`src/hdl/arp_pkg.sv`:
```
// Shared types, constants and the ticks-per-step table for the arpeggiator.
// No dependencies; every other file in hdl/ but arp_note_ram uses this package.
package arp_pkg;

  localparam int NOTE_SLOTS = 16;
  localparam int SLOT_AW    = $clog2(NOTE_SLOTS);
  localparam int CNT_W      = $clog2(NOTE_SLOTS + 1);
  localparam int SP_W       = CNT_W + 1;
  localparam int MOD_W      = (CNT_W > 4) ? CNT_W : 4;
  localparam int ENTRY_W    = 14;
  localparam int CFG_IDX_W  = 3;
  localparam int CFG_DATA_W = 16;
  localparam int IN_DATA_W  = 40;
  localparam int OUT_DATA_W = 24;
  localparam int CMD_W      = 3;

  localparam logic [6:0] PEDAL_CC = 7'd64;

  typedef enum logic [2:0] {
    CMD_TICK     = 3'd0,
    CMD_START    = 3'd1,
    CMD_CONTINUE = 3'd2,
    CMD_STOP     = 3'd3,
    CMD_NOTE_ON  = 3'd4,
    CMD_NOTE_OFF = 3'd5,
    CMD_CC       = 3'd6
  } cmd_t;

  typedef enum logic [2:0] {
    CFG_CHANNEL  = 3'd0,
    CFG_DIR      = 3'd1,
    CFG_SPAN     = 3'd2,
    CFG_RHYTHM   = 3'd3,
    CFG_DIVISION = 3'd4,
    CFG_GATE     = 3'd5
  } cfg_idx_t;

  typedef enum logic [1:0] {
    DIR_UP     = 2'd0,
    DIR_DOWN   = 2'd1,
    DIR_UPDOWN = 2'd2,
    DIR_RANDOM = 2'd3
  } dir_t;

  typedef enum logic [1:0] {
    SOP_ON    = 2'd0,
    SOP_OFF   = 2'd1,
    SOP_CLEAR = 2'd2,
    SOP_READ  = 2'd3
  } store_op_t;

  typedef struct packed {
    logic               valid;
    store_op_t          op;
    logic [6:0]         key;
    logic [6:0]         vel;
    logic [SLOT_AW-1:0] addr;
  } store_req_t;

  typedef struct packed {
    logic               done;
    logic [ENTRY_W-1:0] entry;
  } store_rsp_t;

  typedef struct packed {
    logic       restart;
    logic       restart_down;
    logic       step;
    logic [7:0] rnd;
  } walk_cmd_t;

  function automatic logic [7:0] step_ticks(input logic [4:0] idx);
    logic [7:0] t;
    case (idx)
      5'd0:    t = 8'd192;
      5'd1:    t = 8'd144;
      5'd2:    t = 8'd96;
      5'd3:    t = 8'd72;
      5'd4:    t = 8'd64;
      5'd5:    t = 8'd48;
      5'd6:    t = 8'd36;
      5'd7:    t = 8'd32;
      5'd8:    t = 8'd24;
      5'd9:    t = 8'd16;
      5'd10:   t = 8'd12;
      5'd11:   t = 8'd8;
      5'd12:   t = 8'd6;
      5'd13:   t = 8'd4;
      5'd14:   t = 8'd3;
      5'd15:   t = 8'd2;
      default: t = 8'd1;
    endcase
    return t;
  endfunction

endpackage

```
`src/hdl/arp_note_ram.sv`:
```
// Generic single-write, single-read synchronous RAM, registered read data.
// No package dependency.
module arp_note_ram #(
  parameter int DEPTH = 16,
  parameter int WIDTH = 14
) (
  input  logic                     clk,
  input  logic                     we,
  input  logic [$clog2(DEPTH)-1:0] waddr,
  input  logic [WIDTH-1:0]         wdata,
  input  logic                     re,
  input  logic [$clog2(DEPTH)-1:0] raddr,
  output logic [WIDTH-1:0]         rdata
);

  logic [WIDTH-1:0] mem [DEPTH];

  always_ff @(posedge clk) begin
    if (we) begin
      mem[waddr] <= wdata;
    end
    if (re) begin
      rdata <= mem[raddr];
    end
  end

endmodule

```
`src/hdl/arp_note_store.sv`:
```
// Pitch-sorted held-note store: scan/insert/delete sequencer over the note RAM.
// Depends on arp_pkg and arp_note_ram.
module arp_note_store (
  input  logic                        clk,
  input  logic                        rst,
  input  arp_pkg::store_req_t         req,
  output arp_pkg::store_rsp_t         rsp,
  output logic [arp_pkg::CNT_W-1:0]   count
);
  import arp_pkg::*;

  typedef enum logic [4:0] {
    S_IDLE   = 5'b00001,
    S_SCAN   = 5'b00010,
    S_CHECK  = 5'b00100,
    S_FINISH = 5'b01000,
    S_DONE   = 5'b10000
  } st_t;

  st_t              state, state_next;
  logic [CNT_W-1:0] count_next;
  store_op_t        op, op_next;
  logic [6:0]       key, key_next, vel, vel_next;
  logic [CNT_W-1:0] idx, idx_next, idx_m1;
  logic [ENTRY_W-1:0] carry, carry_next;
  logic             carrying, carrying_next, found, found_next;

  logic               we, re;
  logic [SLOT_AW-1:0] waddr, raddr;
  logic [ENTRY_W-1:0] wdata, rdata;
  logic               has_room;
  logic [6:0]         rd_note;

  arp_note_ram #(.DEPTH(NOTE_SLOTS), .WIDTH(ENTRY_W)) u_ram (
    .clk(clk), .we(we), .waddr(waddr), .wdata(wdata),
    .re(re), .raddr(raddr), .rdata(rdata)
  );

  assign has_room = count < CNT_W'(NOTE_SLOTS);
  assign rd_note  = rdata[13:7];
  assign idx_m1   = idx - CNT_W'(1);

  always_comb begin
    state_next    = state;
    count_next    = count;
    op_next       = op;
    key_next      = key;
    vel_next      = vel;
    idx_next      = idx;
    carry_next    = carry;
    carrying_next = carrying;
    found_next    = found;
    we    = 1'b0;
    waddr = '0;
    wdata = carry;
    re    = 1'b0;
    raddr = '0;
    case (state)
      S_IDLE: begin
        if (req.valid) begin
          op_next       = req.op;
          key_next      = req.key;
          vel_next      = req.vel;
          idx_next      = '0;
          carry_next    = {req.key, req.vel};
          carrying_next = 1'b0;
          found_next    = 1'b0;
          case (req.op)
            SOP_CLEAR: begin
              count_next = '0;
              state_next = S_DONE;
            end
            SOP_READ: begin
              re         = 1'b1;
              raddr      = req.addr;
              state_next = S_DONE;
            end
            default: state_next = S_SCAN;
          endcase
        end
      end
      S_SCAN: begin
        if (idx == count) begin
          state_next = S_FINISH;
        end else begin
          re         = 1'b1;
          raddr      = idx[SLOT_AW-1:0];
          state_next = S_CHECK;
        end
      end
      S_CHECK: begin
        idx_next   = idx + CNT_W'(1);
        state_next = S_SCAN;
        if (op == SOP_ON) begin
          if (rd_note == key) begin
            // repeat key: velocity only
            we         = 1'b1;
            waddr      = idx[SLOT_AW-1:0];
            wdata      = {key, vel};
            state_next = S_DONE;
          end else if (has_room && (carrying || rd_note > key)) begin
            // ripple entries up by one, carrying the displaced one
            we            = 1'b1;
            waddr         = idx[SLOT_AW-1:0];
            wdata         = carry;
            carry_next    = rdata;
            carrying_next = 1'b1;
          end
        end else begin
          if (found) begin
            we    = 1'b1;
            waddr = idx_m1[SLOT_AW-1:0];
            wdata = rdata;
          end else if (rd_note == key) begin
            found_next = 1'b1;
          end
        end
      end
      S_FINISH: begin
        if (op == SOP_ON && has_room) begin
          we         = 1'b1;
          waddr      = count[SLOT_AW-1:0];
          wdata      = carry;
          count_next = count + CNT_W'(1);
        end else if (op == SOP_OFF && found) begin
          count_next = count - CNT_W'(1);
        end
        state_next = S_DONE;
      end
      S_DONE:  state_next = S_IDLE;
      default: state_next = S_IDLE;
    endcase
  end

  always_ff @(posedge clk) begin
    if (rst) begin
      state <= S_IDLE;
      count <= '0;
    end else begin
      state <= state_next;
      count <= count_next;
    end
  end

  always_ff @(posedge clk) begin
    op       <= op_next;
    key      <= key_next;
    vel      <= vel_next;
    idx      <= idx_next;
    carry    <= carry_next;
    carrying <= carrying_next;
    found    <= found_next;
  end

  assign rsp.done  = (state == S_DONE);
  assign rsp.entry = rdata;

endmodule

```
`src/hdl/arp_walker.sv`:
```
// Step/octave walk: up, down, up-down and random selection with a
// subtract-per-cycle remainder unit. Depends on arp_pkg.
module arp_walker (
  input  logic                       clk,
  input  logic                       rst,
  input  arp_pkg::walk_cmd_t         cmd,
  input  arp_pkg::dir_t              mode,
  input  logic [2:0]                 span,
  input  logic [arp_pkg::CNT_W-1:0]  count,
  output logic                       done,
  output logic [arp_pkg::SP_W-1:0]   step_pos,
  output logic [2:0]                 oct_pos
);
  import arp_pkg::*;

  typedef enum logic [4:0] {
    W_IDLE     = 5'b00001,
    W_AGAIN    = 5'b00010,
    W_MOD_OCT  = 5'b00100,
    W_MOD_STEP = 5'b01000,
    W_DONE     = 5'b10000
  } wst_t;

  wst_t             state;
  logic             moving_down;
  logic [MOD_W-1:0] rem;
  logic [3:0]       rnd_hi;

  logic [SP_W-1:0]       down_sp;
  logic [2:0]            down_op;
  logic signed [SP_W:0]  sp_x, n_x;
  logic signed [3:0]     op_x, span_x;
  logic                  wrap, out_of_span;
  logic                  adv_md, adv_again;
  logic [SP_W-1:0]       adv_sp;
  logic [2:0]            adv_op;

  assign down_sp = {1'b0, count} - SP_W'(1);
  assign down_op = span - 3'd1;
  assign n_x     = $signed({2'b00, count});
  assign span_x  = $signed({1'b0, span});

  // one advance of the walk from the current position
  always_comb begin
    sp_x = moving_down ? $signed({step_pos[SP_W-1], step_pos}) - (SP_W+1)'(1)
                       : $signed({step_pos[SP_W-1], step_pos}) + (SP_W+1)'(1);
    wrap   = 1'b0;
    adv_sp = sp_x[SP_W-1:0];
    if (sp_x >= n_x) begin
      adv_sp = '0;
      wrap   = 1'b1;
    end else if (sp_x < 0) begin
      adv_sp = down_sp;
      wrap   = 1'b1;
    end
    op_x = moving_down ? $signed({1'b0, oct_pos}) - 4'sd1
                       : $signed({1'b0, oct_pos}) + 4'sd1;
    out_of_span = (op_x >= span_x) || (op_x < 0);
    adv_md    = moving_down;
    adv_op    = oct_pos;
    adv_again = 1'b0;
    if (wrap) begin
      adv_op = op_x[2:0];
      if (out_of_span) begin
        if (mode == DIR_UPDOWN) begin
          adv_md    = !moving_down;
          adv_again = (count > CNT_W'(1)) || (span > 3'd1);
        end
        adv_sp = adv_md ? down_sp : '0;
        adv_op = adv_md ? down_op : 3'd0;
      end
    end
  end

  always_ff @(posedge clk) begin
    if (rst) begin
      state       <= W_IDLE;
      moving_down <= 1'b0;
      step_pos    <= '0;
      oct_pos     <= '0;
    end else begin
      case (state)
        W_IDLE: begin
          if (cmd.restart) begin
            moving_down <= cmd.restart_down;
            step_pos    <= cmd.restart_down ? down_sp : '0;
            oct_pos     <= cmd.restart_down ? down_op : 3'd0;
          end else if (cmd.step) begin
            if (mode == DIR_RANDOM) begin
              state <= W_MOD_OCT;
            end else begin
              moving_down <= adv_md;
              step_pos    <= adv_sp;
              oct_pos     <= adv_op;
              state       <= adv_again ? W_AGAIN : W_DONE;
            end
          end
        end
        W_AGAIN: begin
          moving_down <= adv_md;
          step_pos    <= adv_sp;
          oct_pos     <= adv_op;
          state       <= W_DONE;
        end
        W_MOD_OCT: begin
          if (rem < MOD_W'(span)) begin
            oct_pos <= rem[2:0];
            state   <= W_MOD_STEP;
          end
        end
        W_MOD_STEP: begin
          if (rem < MOD_W'(count)) begin
            step_pos <= SP_W'(rem);
            state    <= W_DONE;
          end
        end
        W_DONE:  state <= W_IDLE;
        default: state <= W_IDLE;
      endcase
    end
  end

  // remainder datapath: load, then subtract the divisor once per cycle
  always_ff @(posedge clk) begin
    case (state)
      W_IDLE: begin
        rem    <= MOD_W'(cmd.rnd[3:0]);
        rnd_hi <= cmd.rnd[7:4];
      end
      W_MOD_OCT: begin
        if (rem >= MOD_W'(span)) begin
          rem <= rem - MOD_W'(span);
        end else begin
          rem <= MOD_W'(rnd_hi);
        end
      end
      W_MOD_STEP: begin
        if (rem >= MOD_W'(count)) begin
          rem <= rem - MOD_W'(count);
        end
      end
      default: rem <= rem;
    endcase
  end

  assign done = (state == W_DONE);

endmodule

```
`src/hdl/midi_arpeggiator_sequencer.sv`:
```
// Top level of the MIDI arpeggiator: stream ports, config registers, clock
// prescaler, rhythm walk and output register. Depends on arp_pkg,
// arp_note_store and arp_walker.
//
//  channel  | direction | group                 | contents
//  ---------+-----------+-----------------------+------------------------------
//  input    | in        | s_axis_t*             | MIDI event / clock beat
//  result   | out       | m_axis_t*             | note-on beat
//  config   | in        | cfg_we/index/data     | register write, no read-back
//
// One input beat is taken at a time; tready is high only while idle.
// Clock/transport beats are only decoded; a playing tick reads the held note,
// loads the output register and steps the walk (advancing again at an up-down
// turn); random mode runs the remainder unit, one subtract per cycle. Note
// on/off scans the held notes: one RAM read and one compare/write per held note.
// A finished result sits in the output register; a further playing tick
// waits for it to drain. rst is synchronous and clears all control state.
module midi_arpeggiator_sequencer (
  input  logic                              clk,
  input  logic                              rst,
  input  logic                              s_axis_tvalid,
  output logic                              s_axis_tready,
  // [3:0] midi_channel, [10:4] key_number, [17:11] strike_level,
  // [24:18] controller_number, [31:25] controller_value, [39:32] pick_seed
  input  logic [arp_pkg::IN_DATA_W-1:0]     s_axis_tdata,
  // [2:0] cmd
  input  logic [arp_pkg::CMD_W-1:0]         s_axis_tuser,
  output logic                              m_axis_tvalid,
  input  logic                              m_axis_tready,
  // [6:0] play_note, [13:7] play_velocity, [21:14] gate_ticks, [23:22] zero
  output logic [arp_pkg::OUT_DATA_W-1:0]    m_axis_tdata,
  input  logic                              cfg_we,
  input  logic [arp_pkg::CFG_IDX_W-1:0]     cfg_index,
  input  logic [arp_pkg::CFG_DATA_W-1:0]    cfg_data
);
  import arp_pkg::*;

  typedef enum logic [5:0] {
    T_IDLE   = 6'b000001,
    T_DECODE = 6'b000010,
    T_STORE  = 6'b000100,
    T_READ   = 6'b001000,
    T_NOTE   = 6'b010000,
    T_WALK   = 6'b100000
  } tst_t;

  tst_t state;

  // config registers
  logic [3:0]  listen_channel;
  dir_t        direction_mode;
  logic [2:0]  octave_span;
  logic [15:0] rhythm_word;
  logic [4:0]  division_index;
  logic [4:0]  gate_index;

  // transport state
  logic [7:0]  tick_count;
  logic [15:0] step_mask;
  logic        running_flag;
  logic        pedal_hold;

  // captured beat
  logic [2:0] it_cmd;
  logic [3:0] it_chan;
  logic [6:0] it_key, it_vel, it_ccn, it_ccv;
  logic [7:0] it_rnd;

  // output register
  logic       out_valid;
  logic [6:0] out_note, out_vel;
  logic [7:0] out_gate;

  store_req_t       sreq;
  store_rsp_t       srsp;
  logic [CNT_W-1:0] held_count;
  walk_cmd_t        wcmd;
  logic             walk_done;
  logic [SP_W-1:0]  step_pos;
  logic [2:0]       oct_pos;

  logic [7:0]  prescale, tick_inc;
  logic [15:0] mask_shift;
  logic [2:0]  span_eff;
  logic        chan_hit, play, slot_free, cfg_dir_wr;
  logic [SLOT_AW-1:0] play_idx;
  logic [7:0]  note_raw, note_fold;
  logic [2:0]  fold_cnt;

  arp_note_store u_store (
    .clk(clk), .rst(rst), .req(sreq), .rsp(srsp), .count(held_count)
  );

  arp_walker u_walker (
    .clk(clk), .rst(rst), .cmd(wcmd), .mode(direction_mode), .span(span_eff),
    .count(held_count), .done(walk_done), .step_pos(step_pos), .oct_pos(oct_pos)
  );

  assign prescale   = step_ticks(division_index);
  assign tick_inc   = tick_count + 8'd1;
  assign mask_shift = (step_mask[15] == 1'b1 && step_mask[14:0] == 15'd0)
                      ? 16'd1 : {step_mask[14:0], 1'b0};
  assign span_eff   = (octave_span == 3'd0) ? 3'd1 : octave_span;
  assign chan_hit   = (it_chan == listen_channel);
  assign play       = (held_count != '0) && ((step_mask & rhythm_word) != 16'd0);
  assign slot_free  = !out_valid || m_axis_tready;
  assign cfg_dir_wr = cfg_we && (cfg_index == CFG_DIR);

  // out-of-range step reads entry 0
  assign play_idx = (!step_pos[SP_W-1] && (step_pos[CNT_W-1:0] < held_count))
                    ? step_pos[SLOT_AW-1:0] : '0;

  // note plus octaves, folded back under 128 in steps of twelve;
  // the number of steps comes from parallel threshold compares
  always_comb begin
    note_raw = {1'b0, srsp.entry[13:7]} + (8'(oct_pos) * 8'd12);
    fold_cnt = 3'd0;
    for (int k = 0; k < 7; k++) begin
      if (note_raw > 8'(127 + 12 * k)) begin
        fold_cnt = fold_cnt + 3'd1;
      end
    end
    note_fold = note_raw - (8'(fold_cnt) * 8'd12);
  end

  // note store requests are single-cycle pulses from decode
  always_comb begin
    sreq.valid = 1'b0;
    sreq.op    = SOP_READ;
    sreq.key   = it_key;
    sreq.vel   = it_vel;
    sreq.addr  = play_idx;
    if (state == T_DECODE) begin
      case (it_cmd)
        CMD_TICK: begin
          sreq.valid = running_flag && (tick_inc >= prescale) && play;
          sreq.op    = SOP_READ;
        end
        CMD_NOTE_ON: begin
          sreq.valid = chan_hit;
          sreq.op    = SOP_ON;
        end
        CMD_NOTE_OFF: begin
          sreq.valid = chan_hit && !pedal_hold;
          sreq.op    = SOP_OFF;
        end
        CMD_CC: begin
          sreq.valid = chan_hit && (it_ccn == PEDAL_CC) && pedal_hold && (it_ccv == 7'd0);
          sreq.op    = SOP_CLEAR;
        end
        default: sreq.valid = 1'b0;
      endcase
    end
  end

  // walk restarts on a direction write or on start; steps after each note
  always_comb begin
    wcmd.restart      = cfg_dir_wr || (state == T_DECODE && it_cmd == CMD_START);
    wcmd.restart_down = cfg_dir_wr ? (cfg_data[1:0] == DIR_DOWN)
                                   : (direction_mode == DIR_DOWN);
    wcmd.step         = (state == T_NOTE) && slot_free;
    wcmd.rnd          = it_rnd;
  end

  always_ff @(posedge clk) begin
    if (rst) begin
      state          <= T_IDLE;
      listen_channel <= 4'd0;
      direction_mode <= DIR_UP;
      octave_span    <= 3'd1;
      rhythm_word    <= 16'hffff;
      division_index <= 5'd12;
      gate_index     <= 5'd14;
      tick_count     <= 8'd0;
      step_mask      <= 16'd1;
      running_flag   <= 1'b0;
      pedal_hold     <= 1'b0;
      out_valid      <= 1'b0;
    end else begin
      if (cfg_we) begin
        case (cfg_index)
          CFG_CHANNEL:  listen_channel <= cfg_data[3:0];
          CFG_DIR:      direction_mode <= dir_t'(cfg_data[1:0]);
          CFG_SPAN:     octave_span    <= cfg_data[2:0];
          CFG_RHYTHM:   rhythm_word    <= cfg_data;
          CFG_DIVISION: division_index <= cfg_data[4:0];
          CFG_GATE:     gate_index     <= cfg_data[4:0];
          default:      ;
        endcase
      end
      // a new note loaded in the same cycle keeps the register full
      if (m_axis_tvalid && m_axis_tready && !(state == T_NOTE && slot_free)) begin
        out_valid <= 1'b0;
      end
      case (state)
        T_IDLE: begin
          if (s_axis_tvalid) begin
            state <= T_DECODE;
          end
        end
        T_DECODE: begin
          case (it_cmd)
            CMD_TICK: begin
              if (running_flag && (tick_inc >= prescale) && play) begin
                state <= T_READ;
              end else begin
                state <= T_IDLE;
              end
              if (running_flag) begin
                if (tick_inc >= prescale) begin
                  tick_count <= 8'd0;
                  step_mask  <= mask_shift;
                end else begin
                  tick_count <= tick_inc;
                end
              end
            end
            CMD_START: begin
              state        <= T_IDLE;
              running_flag <= 1'b1;
              step_mask    <= 16'd1;
              tick_count   <= prescale - 8'd1;
            end
            CMD_CONTINUE: begin
              state        <= T_IDLE;
              running_flag <= 1'b1;
            end
            CMD_STOP: begin
              state        <= T_IDLE;
              running_flag <= 1'b0;
            end
            CMD_NOTE_ON: begin
              state <= chan_hit ? T_STORE : T_IDLE;
            end
            CMD_NOTE_OFF: begin
              state <= (chan_hit && !pedal_hold) ? T_STORE : T_IDLE;
            end
            CMD_CC: begin
              state <= (chan_hit && it_ccn == PEDAL_CC && pedal_hold && it_ccv == 7'd0)
                       ? T_STORE : T_IDLE;
              if (chan_hit && it_ccn == PEDAL_CC) begin
                pedal_hold <= (it_ccv != 7'd0);
              end
            end
            default: state <= T_IDLE;
          endcase
        end
        T_STORE: begin
          if (srsp.done) begin
            state <= T_IDLE;
          end
        end
        T_READ: begin
          if (srsp.done) begin
            state <= T_NOTE;
          end
        end
        T_NOTE: begin
          if (slot_free) begin
            out_valid <= 1'b1;
            state     <= T_WALK;
          end
        end
        T_WALK: begin
          if (walk_done) begin
            state <= T_IDLE;
          end
        end
        default: state <= T_IDLE;
      endcase
    end
  end

  // payload registers
  always_ff @(posedge clk) begin
    if (state == T_IDLE && s_axis_tvalid) begin
      it_cmd  <= s_axis_tuser;
      it_chan <= s_axis_tdata[3:0];
      it_key  <= s_axis_tdata[10:4];
      it_vel  <= s_axis_tdata[17:11];
      it_ccn  <= s_axis_tdata[24:18];
      it_ccv  <= s_axis_tdata[31:25];
      it_rnd  <= s_axis_tdata[39:32];
    end
    if (state == T_NOTE && slot_free) begin
      out_note <= note_fold[6:0];
      out_vel  <= srsp.entry[6:0];
      out_gate <= step_ticks(gate_index) - 8'd1;
    end
  end

  assign s_axis_tready = (state == T_IDLE);
  assign m_axis_tvalid = out_valid;
  assign m_axis_tdata  = {2'b00, out_gate, out_vel, out_note};

endmodule

```
`config.mk`:
```
export PLATFORM = sky130hd
export DESIGN_NAME = midi_arpeggiator_sequencer
export DESIGN_NICKNAME = d
export VERILOG_FILES = /design/src/hdl/arp_pkg.sv /design/src/hdl/arp_note_ram.sv /design/src/hdl/arp_note_store.sv /design/src/hdl/arp_walker.sv /design/src/hdl/midi_arpeggiator_sequencer.sv
export SDC_FILE = /design/constraint.sdc
export NUM_CORES = 1
export LEC_CHECK = 0
export BUFFER_PORTS_ARGS = -buffer_cell sky130_fd_sc_hd__buf_2
export CORE_MARGIN = 3
export CORE_UTILIZATION = 30
export DETAILED_ROUTE_END_ITERATION = 8
export GPL_TIMING_DRIVEN = 0
export SLEW_MARGIN = 15
export SYNTH_ARGS = -nofsm -noshare
export SYNTH_HDL_FRONTEND = slang
export SYNTH_SLANG_ARGS = --single-unit
```
`constraint.sdc`:
```
create_clock -name clk -period 11.4 [get_ports clk]
set_input_delay 2.28 -clock clk [delete_from_list [all_inputs] [get_ports clk]]
set_output_delay 2.28 -clock clk [all_outputs]
set_load 0.01 [all_outputs]
```
==> results.cfg <==
[status]
status = completed

[detailed_routing]
ant_nets = 0
vias = 15350
wl_mm = 58.4
drcViolationCount = 0
avgViaCountPerCell = 5.19
routedWlPerCell_um = 19.7
drt_pass1_iterations = 5
dr.first_iter.drc_count = 1364

[floorplanning]
start_util_pct = 30.4
die_h_um = 273
num_rows = 97
dieWidth_um = 273
die_area_um2 = 74400
ioPinCount = 93
core_um2 = 70300

[cts]
post_cts_resized = 0
cts_setup_buffers = 0
clk_pin_slew_worst_paths_ps = 60
cts_buffers = 50
clock_latency_ps = 620
root_buffer = clkbuf_16
cts_tree = yes
cts_sinks = 458
cts_buffer_depth = 3
hold_buffers = 0
htree_levels = 2

[yosys]
yosys_register_bits = 458
synth.area.top_cells = edfxtp_1 (49%), dfxtp_1 (10%), ha_1 (4.3%)
ys.flop_type = edfxtp_1
synth_edf_count = 349
synth_area_um2 = 21300
synth_cells = 1814
yosysSeqAreaShare_pct = 59.3
yosysTopAreaCell = edfxtp_1
ys_warn_count = 0
synth_cell_types = 79
synth_async_sr_flop_share_pct = 0
synth_area_per_cell_um2 = 11.8
yosys.area.top_type_share_pct = 49.1

[placement]
hpwlAfterDp_mm = 42.0
post-place-ws_ps = 3550
dp_cells = 2866
gp_congestion = 0.893
port_buffers = 85

[cells_and_area]
final_cell_mix = edfxtp_1 (349), nand2_1 (203), nor2_1 (114), dfxtp_1 (109), buf_2 (104)
fillers = 6815
final_cells = 2959
fin_nets = 2126
final_common_cell = edfxtp_1
drive_gt1_share_pct = 13.0
area_growth_pct = 17.2
diodes = 0

[power]
pwr-share-comb_pct = 14.0
p_int_w = 0.00307
seqPwrFrac_pct = 47.0
power.leakage_nw = 8.79
ir_drop_v = 0.000115
finalPower_w = 0.00423
clkPwrFrac_pct = 39.0
swShare_pct = 27.4
power_density_nw_per_um2 = 169
p_sw_w = 0.00116

[worst_setup_path]
r2r-end = out_note[6]
r2r_start = u_walker.oct_pos[0]
critPathLaunchType = flip-flop
cp.arrival_ps = 8190
max_stage_delay_ps = 580
cp-end-kind = flip-flop
r2r_cells = 30
critPathCapture = out_note[6]
crit_fanout = 7
cp_common_cell = ha_1
r2r_slack_ps = 3550
cp_data_required_time_ps = 11740
critical_path.slowest_cell = dfxtp_1
cp-startpoint = u_walker.oct_pos[0]
path_class = reg2reg

[grt]
overflow = 0
antenna_found_initial = 0
grt_pass1_wl_mm = 89.4
first_global_vias = 15386
grt_max_degree = 44
grt_usage_pct = 15.3

[timing]
max_freq_mhz = 127
whs_ps = 425
fin_ws_ps = 3550
fin_crit_sh_pct = 68.9
fin_setup_tns_ps = 0
clock_skew_ps = 47.1
hold_violations = 0
rsz0062_at_grt = false
final_max_slew_viol_count = 0
finalSetupViolCount = 0
fin_crit_ps = 7850
relSlewSlack_pct = 23.5
tightest_slew_ps = 1140

[hold_path]
worstHoldPathCells = 0
hold_path_class = reg2reg

[run]
cap_violations = 0
logic make-up after synthesis:
| group | synth area share [%] |
|---|---|
| muxes | 4.21 |
| xor gates and xnor gates | 2.75 |
| other | 0.0176 |
| adders and majority gates | 5.03 |
| AOI/OAI and AO/OA | 12.2 |
| buffers and inverters | 3.31 |
| and+or+nand+nor | 13.2 |
| DFF | 59.3 |
sequential cells by signal (all words and copies together), names as in the netlist, 6 cells and up, named ones only:
| signal | cells |
|---|---|
| u_store.u_ram.mem | 224 |
| rhythm_word | 16 |
| step_mask | 16 |
| u_store.carry | 14 |
| u_store.u_ram.rdata | 14 |
| it_rnd | 8 |
| out_gate | 8 |
| tick_count | 8 |
| it_ccn | 7 |
| it_ccv | 7 |
| it_key | 7 |
| it_vel | 7 |
| out_note | 7 |
| out_vel | 7 |
| u_store.key | 7 |
| u_store.vel | 7 |
| state | 6 |
| u_walker.step_pos | 6 |
synth_stat cells, types with 19 or more instances:
library cell  instances
a221oi_1             62
clkbuf_1             56
nand2b_1             22
and2_1               29
xnor2_1              45
nor3_1               51
a21oi_1              76
inv_1                84
nor2_1              114
ha_1                 73
o21ai_0              47
edfxtp_1            349
a211oi_1             34
a22oi_1              19
nand2_1             203
nand3_1              55
dfxtp_1             109
mux2i_1              82
xor2_1               22
nor4_1               20
area by class of cell:
| cell class | count | area [um^2] | area share [%] |
|---|---|---|---|
| Buffer | 87 | 387 | 1.55 |
| Sequential cell | 458 | 12700 | 50.6 |
| Timing Repair Buffer | 111 | 657 | 2.63 |
| Tap cell | 940 | 1180 | 4.70 |
| Inverter | 85 | 319 | 1.28 |
| Multi-Input combinational cell | 1185 | 8110 | 32.4 |
| Clock buffer | 62 | 1400 | 5.60 |
| Clock inverter | 31 | 299 | 1.20 |
metal layers:
layer  vias up  part of all wire, %  GRT usage, %
met4         0                  3.2          5.39
li1       7141                    -             -
met3       114                  6.0          2.69
met1      7596                   43          19.8
met5         -                    0             0
met2       499                   48          25.8
per-stage QoR:
| step | cell area, um^2 | util, % |
|---|---|---|
| finish | 25000 | 35.6 |
| CTS | 25000 | 35.6 |
| global placement | 23000 | 32.7 |
| detailed placement | 23300 | 33.2 |
| floorplan | 21400 | - |
| global route | 25000 | 35.6 |
critical path: cells and delay by family (launching register included):
| family | cells | cell delay (ps) |
|---|---|---|
| AND/OR/NAND/NOR | 4 | 360 |
| multiplexers | 5 | 1290 |
| AO/OA/AOI/OAI | 3 | 590 |
| buffers and inverters | 3 | 340 |
| flip-flops | 1 | 580 |
| XOR/XNOR | 5 | 1220 |
| adder cells (fa/ha/maj) | 10 | 3210 |
power by group through the flow:
stage | sequential, W | clock (W) | combinational [W]
2_1_floorplan | 0.00198 | 0 | 0.000422
3_3_place_gp | 0.00202 | 0 | 0.000566
3_5_place_dp | 0.00202 | 0 | 0.000588
4_1_cts | 0.00199 | 0.00168 | 0.000591
5_1_grt | 0.00200 | 0.00175 | 0.000666
6_report | 0.00199 | 0.00165 | 0.000593
how the worst min path moves through the flow:
stage	slack, ps	end	start
finish	420	u_walker.rnd_hi[2]	it_rnd[6]
global route	430	u_walker.rnd_hi[2]	it_rnd[6]
CTS	420	u_walker.rnd_hi[2]	it_rnd[6]
global placement	410	u_walker.rnd_hi[2]	it_rnd[6]
floorplan	400	u_walker.rnd_hi[0]	it_rnd[4]
detailed placement	410	u_walker.rnd_hi[3]	it_rnd[7]
No activity file was read; power rests on OpenSTA's default activity.
